### src/rtl/hcb_pkg.sv
// shared types and constants for the huffman code builder
// no dependencies
`default_nettype none
package hcb_pkg;
  localparam int SYM_W  = 8;
  localparam int WIN_W  = 16;
  localparam int CODE_W = 63;
  localparam int LEN_W  = 6;

  typedef struct packed {
    logic [SYM_W-1:0] symbol;
    logic [WIN_W-1:0] weight;
    logic             final_entry;
  } in_item_t;

  typedef struct packed {
    logic [SYM_W-1:0]  out_symbol;
    logic [CODE_W-1:0] code_bits;
    logic [LEN_W-1:0]  code_length;
    logic              last_code;
  } out_item_t;
endpackage
`default_nettype wire

### src/rtl/hcb_min_unit.sv
// shared compare unit: one slot per cycle against the running minimum
// depends on hcb_pkg
`default_nettype none
module hcb_min_unit #(
  parameter int SW_W = 22,
  parameter int IX_W = 6
) (
  input  wire logic            clk,
  input  wire logic            start,
  input  wire logic            cand_ok,
  input  wire logic [SW_W-1:0] cand_w,
  input  wire logic [IX_W-1:0] cand_ix,
  output logic      [IX_W-1:0] pick_ix
);
  import hcb_pkg::*;
  logic [SW_W-1:0] best_w_r;
  logic            found_r;
  logic [IX_W-1:0] pick_r;
  logic            take;

  // strict less keeps the lowest index on ties
  assign take = cand_ok && (!(found_r && !start) || cand_w < best_w_r);

  always_ff @(posedge clk) begin
    if (start) found_r <= 1'b0;
    if (take) begin
      best_w_r <= cand_w;
      pick_r   <= cand_ix;
      found_r  <= 1'b1;
    end
  end
  assign pick_ix = pick_r;
endmodule
`default_nettype wire

### config.mk
export PLATFORM = sky130hd
export DESIGN_NAME = hcb_min_unit
export DESIGN_NICKNAME = d
export VERILOG_FILES = /design/src/rtl/hcb_pkg.sv /design/src/rtl/hcb_min_unit.sv
export SDC_FILE = /design/constraint.sdc
export NUM_CORES = 1
export LEC_CHECK = 0
export BUFFER_PORTS_ARGS = -buffer_cell sky130_fd_sc_hd__clkbuf_2
export CAP_MARGIN = 10
export CORE_MARGIN = 2
export CORE_UTILIZATION = 49
export CTS_BUF_LIST = sky130_fd_sc_hd__clkbuf_8
export CTS_CLUSTER_DIAMETER = 40
export DETAILED_ROUTE_END_ITERATION = 12
export PLACE_DENSITY_LB_ADDON = 0.25
export SYNTH_ARGS = -nofsm -noshare
export SYNTH_HDL_FRONTEND = slang
export SYNTH_SLANG_ARGS = --single-unit
### constraint.sdc
create_clock -name clk -period 2.7 [get_ports clk]
set_input_delay 0.675 -clock clk [delete_from_list [all_inputs] [get_ports clk]]
set_output_delay 0.675 -clock clk [all_outputs]
set_load 0.01 [all_outputs]
==> After elaboration in Yosys (flattened, before gate mapping) <==
Cells that the tools add are included.
{ "word_totals": {"wordCells": 9, "output_inout_bits": 6, "in_bits": 31, "regBits": 29} }
{ "op_classes": {"reduce_logical": 5, "magnitude_cmp": 1} }
{ "ops": {"columns": ["op", "n"], "rows": [
  ["$lt A22 B22 Y1", 1],
  ["$logic_and A1 B1 Y1", 2],
  ["$logic_not A1 Y1", 2],
  ["$logic_or A1 B1 Y1", 1]
]} }

==> Longest topological paths before layout <==
{ "depth": {"depth_word": 5, "ltp_mapped": 7, "mapped_depth_nobuf": 7} }

==> Worst setup path after synthesis <==
Ideal clock, no wire load.
{ "synth_path": {"path_type": "in2reg", "start": "input cand_w[17]", "end": "register best_w_r[0], enable pin", "setup_time_ns": 0.389, "t_required_ns": 2.311, "path_buffers": 0, "path_stages": 6, "slack_ns": -0.012, "arrival_ns": 2.322, "cell_sequence": "ha_1 -> a21oi_1 -> o21ai_1 -> a221oi_1 -> o21a_1 -> o31a_1"} }
{ "synth_via": {"elab_chain_cells": 3} }
{ "synth_lines": {"columns": ["item", "line", "rtl"], "rows": [
  ["start, declared", "hcb_min_unit.sv:11", "input wire logic [SW_W-1:0] cand_w,"],
  ["$lt A22 B22 Y1", "hcb_min_unit.sv:22", "assign take = cand_ok && (!(found_r && !start) || cand_w < best_w_r);"],
  ["$logic_or A1 B1 Y1", "hcb_min_unit.sv:22", null],
  ["$logic_and A1 B1 Y1", "hcb_min_unit.sv:22", null],
  ["named net take", "hcb_min_unit.sv:19", "logic take;"],
  ["end signal, assigned", "hcb_min_unit.sv:27", "best_w_r <= cand_w;"],
  ["end, declared", "hcb_min_unit.sv:16", "logic [SW_W-1:0] best_w_r;"]
]} }
The timed path passes the listed nets, and every way through them passes these cells.
A chain may end at the register's enable or synchronous reset.

==> Worst setup path in the final report <==
{ "layout_path": {"start": "input cand_w[3]", "end": "register pick_r[5], in the netlist pick_ix[5], enable pin"} }
{ "layout_via": {"elab_chain_cells": 3} }
{ "layout_lines": {"columns": ["item", "line", "rtl"], "rows": [
  ["$lt A22 B22 Y1", "hcb_min_unit.sv:22", null],
  ["$logic_or A1 B1 Y1", "hcb_min_unit.sv:22", null],
  ["$logic_and A1 B1 Y1", "hcb_min_unit.sv:22", null],
  ["named net take", "hcb_min_unit.sv:19", null],
  ["end signal, assigned", "hcb_min_unit.sv:28", "pick_r <= cand_ix;"],
  ["end, declared", "hcb_min_unit.sv:18", "logic [IX_W-1:0] pick_r;"]
]} }
The timed path passes the listed nets, and every way through them passes these cells.

==> impl_metrics.py <==
metrics = {
    "drt": {
        "ant_nets": 0,
        "finalWirelength_mm": 2.30,
        "vias": 902,
        "wl_per_cell_um": 12.6,
        "routed_via_density": 4.93,
        "drc": 0,
        "drt_iter0_drc": 14,
        "dr.pass1.iters": 3,
    },
    "logic_synthesis": {
        "synthesis.nets": 158,
        "synth_top_area_frac": 0.601,
        "syn_inst": 106,
        "synthDistinctLibCells": 20,
        "yosysTopAreaCell": "edfxtp_1",
        "yosysSeqAreaShare": 0.615,
        "ys_top_cells_by_area": "edfxtp_1 (60%), ha_1 (19%), inv_1 (5.6%)",
        "syn_area_um2": 1400,
        "syn_area_per_cell_um2": 13.2,
        "ys_warn_count": 0,
        "synth-seq-cells": 29,
    },
    "critical_path": {
        "startpoint_type": "primary input",
        "cp_max_fo": 21,
        "critPathSlowestCell": "ha_1",
        "cp-end-kind": "register",
        "required_ns": 2.68,
        "cp.arrival_ns": 2.12,
        "path_cells": "clkbuf_2 -> ha_1 -> a21o_1 -> a211oi_1 -> o21ai_1 -> a21oi_1 -> o31a_2 -> buf_12",
        "worstSetupPathType": "in2reg",
        "slowest_delay_ns": 0.30,
    },
    "grt": {
        "top_usage_layer": "met2",
        "grt_use_met3": 0.0635,
        "grtUsageMet1": 0.174,
        "grt_max_degree": 22,
        "antenna_found_initial": 0,
        "grt_usage": 0.161,
        "first_global_vias": 933,
        "grt-ovfl-total": 0,
        "grt_use_met2": 0.271,
        "grt_pass1_wl_mm": 3.89,
    },
    "place": {
        "dp_cells": 175,
        "dpl.hpwl_mm": 1.81,
        "numPortBuffers": 36,
        "gp_congestion": 0.756,
    },
    "floorplanning": {
        "placementRows": 19,
        "initial_core_util": 0.512,
        "core_um2": 2730,
        "ioPinCount": 37,
        "die-area_um2": 3300,
        "die_w_um": 57.5,
        "die_y_um": 57.5,
    },
    "sta": {
        "fin_crit_sh": 0.791,
        "rsz0062_at_grt": "false",
        "setup-tns-final_ns": 0,
        "tightest_slew_ns": 0.250,
        "hold_violations": 0,
        "timing.final.crit_period_ns": 2.14,
        "setup_viol": 0,
        "fmax_ghz": 0.468,
        "maxSlewViolCount": 0,
        "clock_skew_ns": 0.00578,
        "slew_headroom": 0.833,
    },
    "clocking": {
        "post_cts_resized": 0,
        "cts_tree": "done",
        "cts-root-buf": "clkbuf_8",
        "postCtsHoldBufs": 0,
        "clk_pin_slew_ns": 0.06,
        "clockBufferDepth": 2,
        "cts_num_sinks": 29,
        "post-cts-setup-buffers": 0,
        "htreeDepth": 2,
        "cts_buffers": 5,
        "insertion_delay_ns": 0.28,
    },
    "finish": {
        "nets": 203,
        "area_delta_synth_final_pct": 24.1,
        "final_cells": 183,
        "antennaDiodeCount": 0,
        "layout-drive-gt1-share": 0.303,
        "final_cell_mix": "clkbuf_2 (36), edfxtp_1 (28), inv_1 (23)",
        "layout_commonest_cell": "clkbuf_2",
        "fillers": 223,
    },
    "run": {
        "drv_cap": 0,
    },
    "power": {
        "powerDensity_nw_per_um2": 588,
        "ir_worst_vdd_v": 0.000517,
        "p_leak_nw": 0.839,
    },
    "outcome": {
        "status": "finished clean",
    },
    "min_path": {
        "min_path_type": "reg2reg",
    },
}
==> critical path: cells and delay by family <==
family                   cells  cell delay [ns]
adder cells (fa/ha/maj)      1             0.30
buffers and inverters        2             0.27
AO/OA/AOI/OAI                5             0.88
==> state kept, by name, indices dropped and copies added, names as in the netlist <==
register,cells
found_r,1
pick_ix,6
best_w_r,22
==> path summary, 6_finish.rpt <==
path                                from              endpoint  slack (ns)  cells after the start
setup reg to reg  best_w_r[15]$_DFFE_PP_  pick_ix[5]$_DFFE_PP_        0.71                      8
hold / removal      found_r$_SDFFE_PP1P_  found_r$_SDFFE_PP1P_        0.52                      2
setup / recovery               cand_w[3]  pick_ix[5]$_DFFE_PP_        0.56                      8
hold reg to reg     found_r$_SDFFE_PP1P_  found_r$_SDFFE_PP1P_        0.52                      2
==> final cells by class <==
| cell class | instances | area [um2] | share of cell area |
|---|---|---|---|
| repair buffers | 38 | 208 | 0.120 |
| clock buffers | 6 | 82.6 | 0.0475 |
| inverters | 21 | 78.8 | 0.0454 |
| flip-flops and latches | 29 | 861 | 0.495 |
| well taps | 31 | 38.8 | 0.0223 |
| clock inverters | 2 | 7.51 | 0.00432 |
| multi-input cells | 56 | 462 | 0.266 |
==> cells in the mapped netlist <==
cell type  number
o31a_1          1
inv_1          21
ha_1           21
o21ai_1         2
a21oi_1         9
nor4_1          1
nand4_1         1
nor2_1          2
nand3_1         2
and4_1          1
dfxtp_1         1
a221oi_1        1
nand2b_1        3
o21a_1          2
nand2_2         1
nand2_1         6
edfxtp_1       28
a21o_1          1
o221ai_1        1
a211oi_1        1
==> per-layer routing <==
| metal | vias up | part of all wire |
|---|---|---|
| li1 | 470 | - |
| met1 | 401 | 0.41 |
| met2 | 23 | 0.51 |
| met3 | 8 | 0.057 |
| met4 | 0 | 0.026 |
| met5 | - | 0 |
==> power by group <==
part           internal [mW]  total, mW  switching, mW
sequential             0.529      0.536        0.00698
clock                  0.200      0.352          0.152
combinational         0.0626      0.134         0.0716
==> cells by family (layout without fill, tap and decap cells) <==
family / Yosys count / count (layout) / share of synthesized area
AOI/OAI and AO/OA: 18 / 18 / 0.0795
adders and majority gates: 21 / 21 / 0.188
buffers and inverters: 21 / 67 / 0.0563
DFF: 29 / 29 / 0.615
and+or+nand+nor: 17 / 17 / 0.0617
==> metrics by stage <==
stage          hold WS [ns]  power [mW]  utilization  setup slack, ns  cell area, um2
2_1_floorplan         0.451       0.621            -            0.303            1400
3_3_place_gp          0.483       0.674        0.603            0.321            1650
3_5_place_dp          0.503       0.682        0.603            0.258            1650
4_1_cts               0.522        1.04        0.636            0.555            1740
5_1_grt               0.554        1.07        0.636            0.466            1740
6_report              0.518        1.02        0.636            0.564            1740
(Power assumes the default switching activity.)
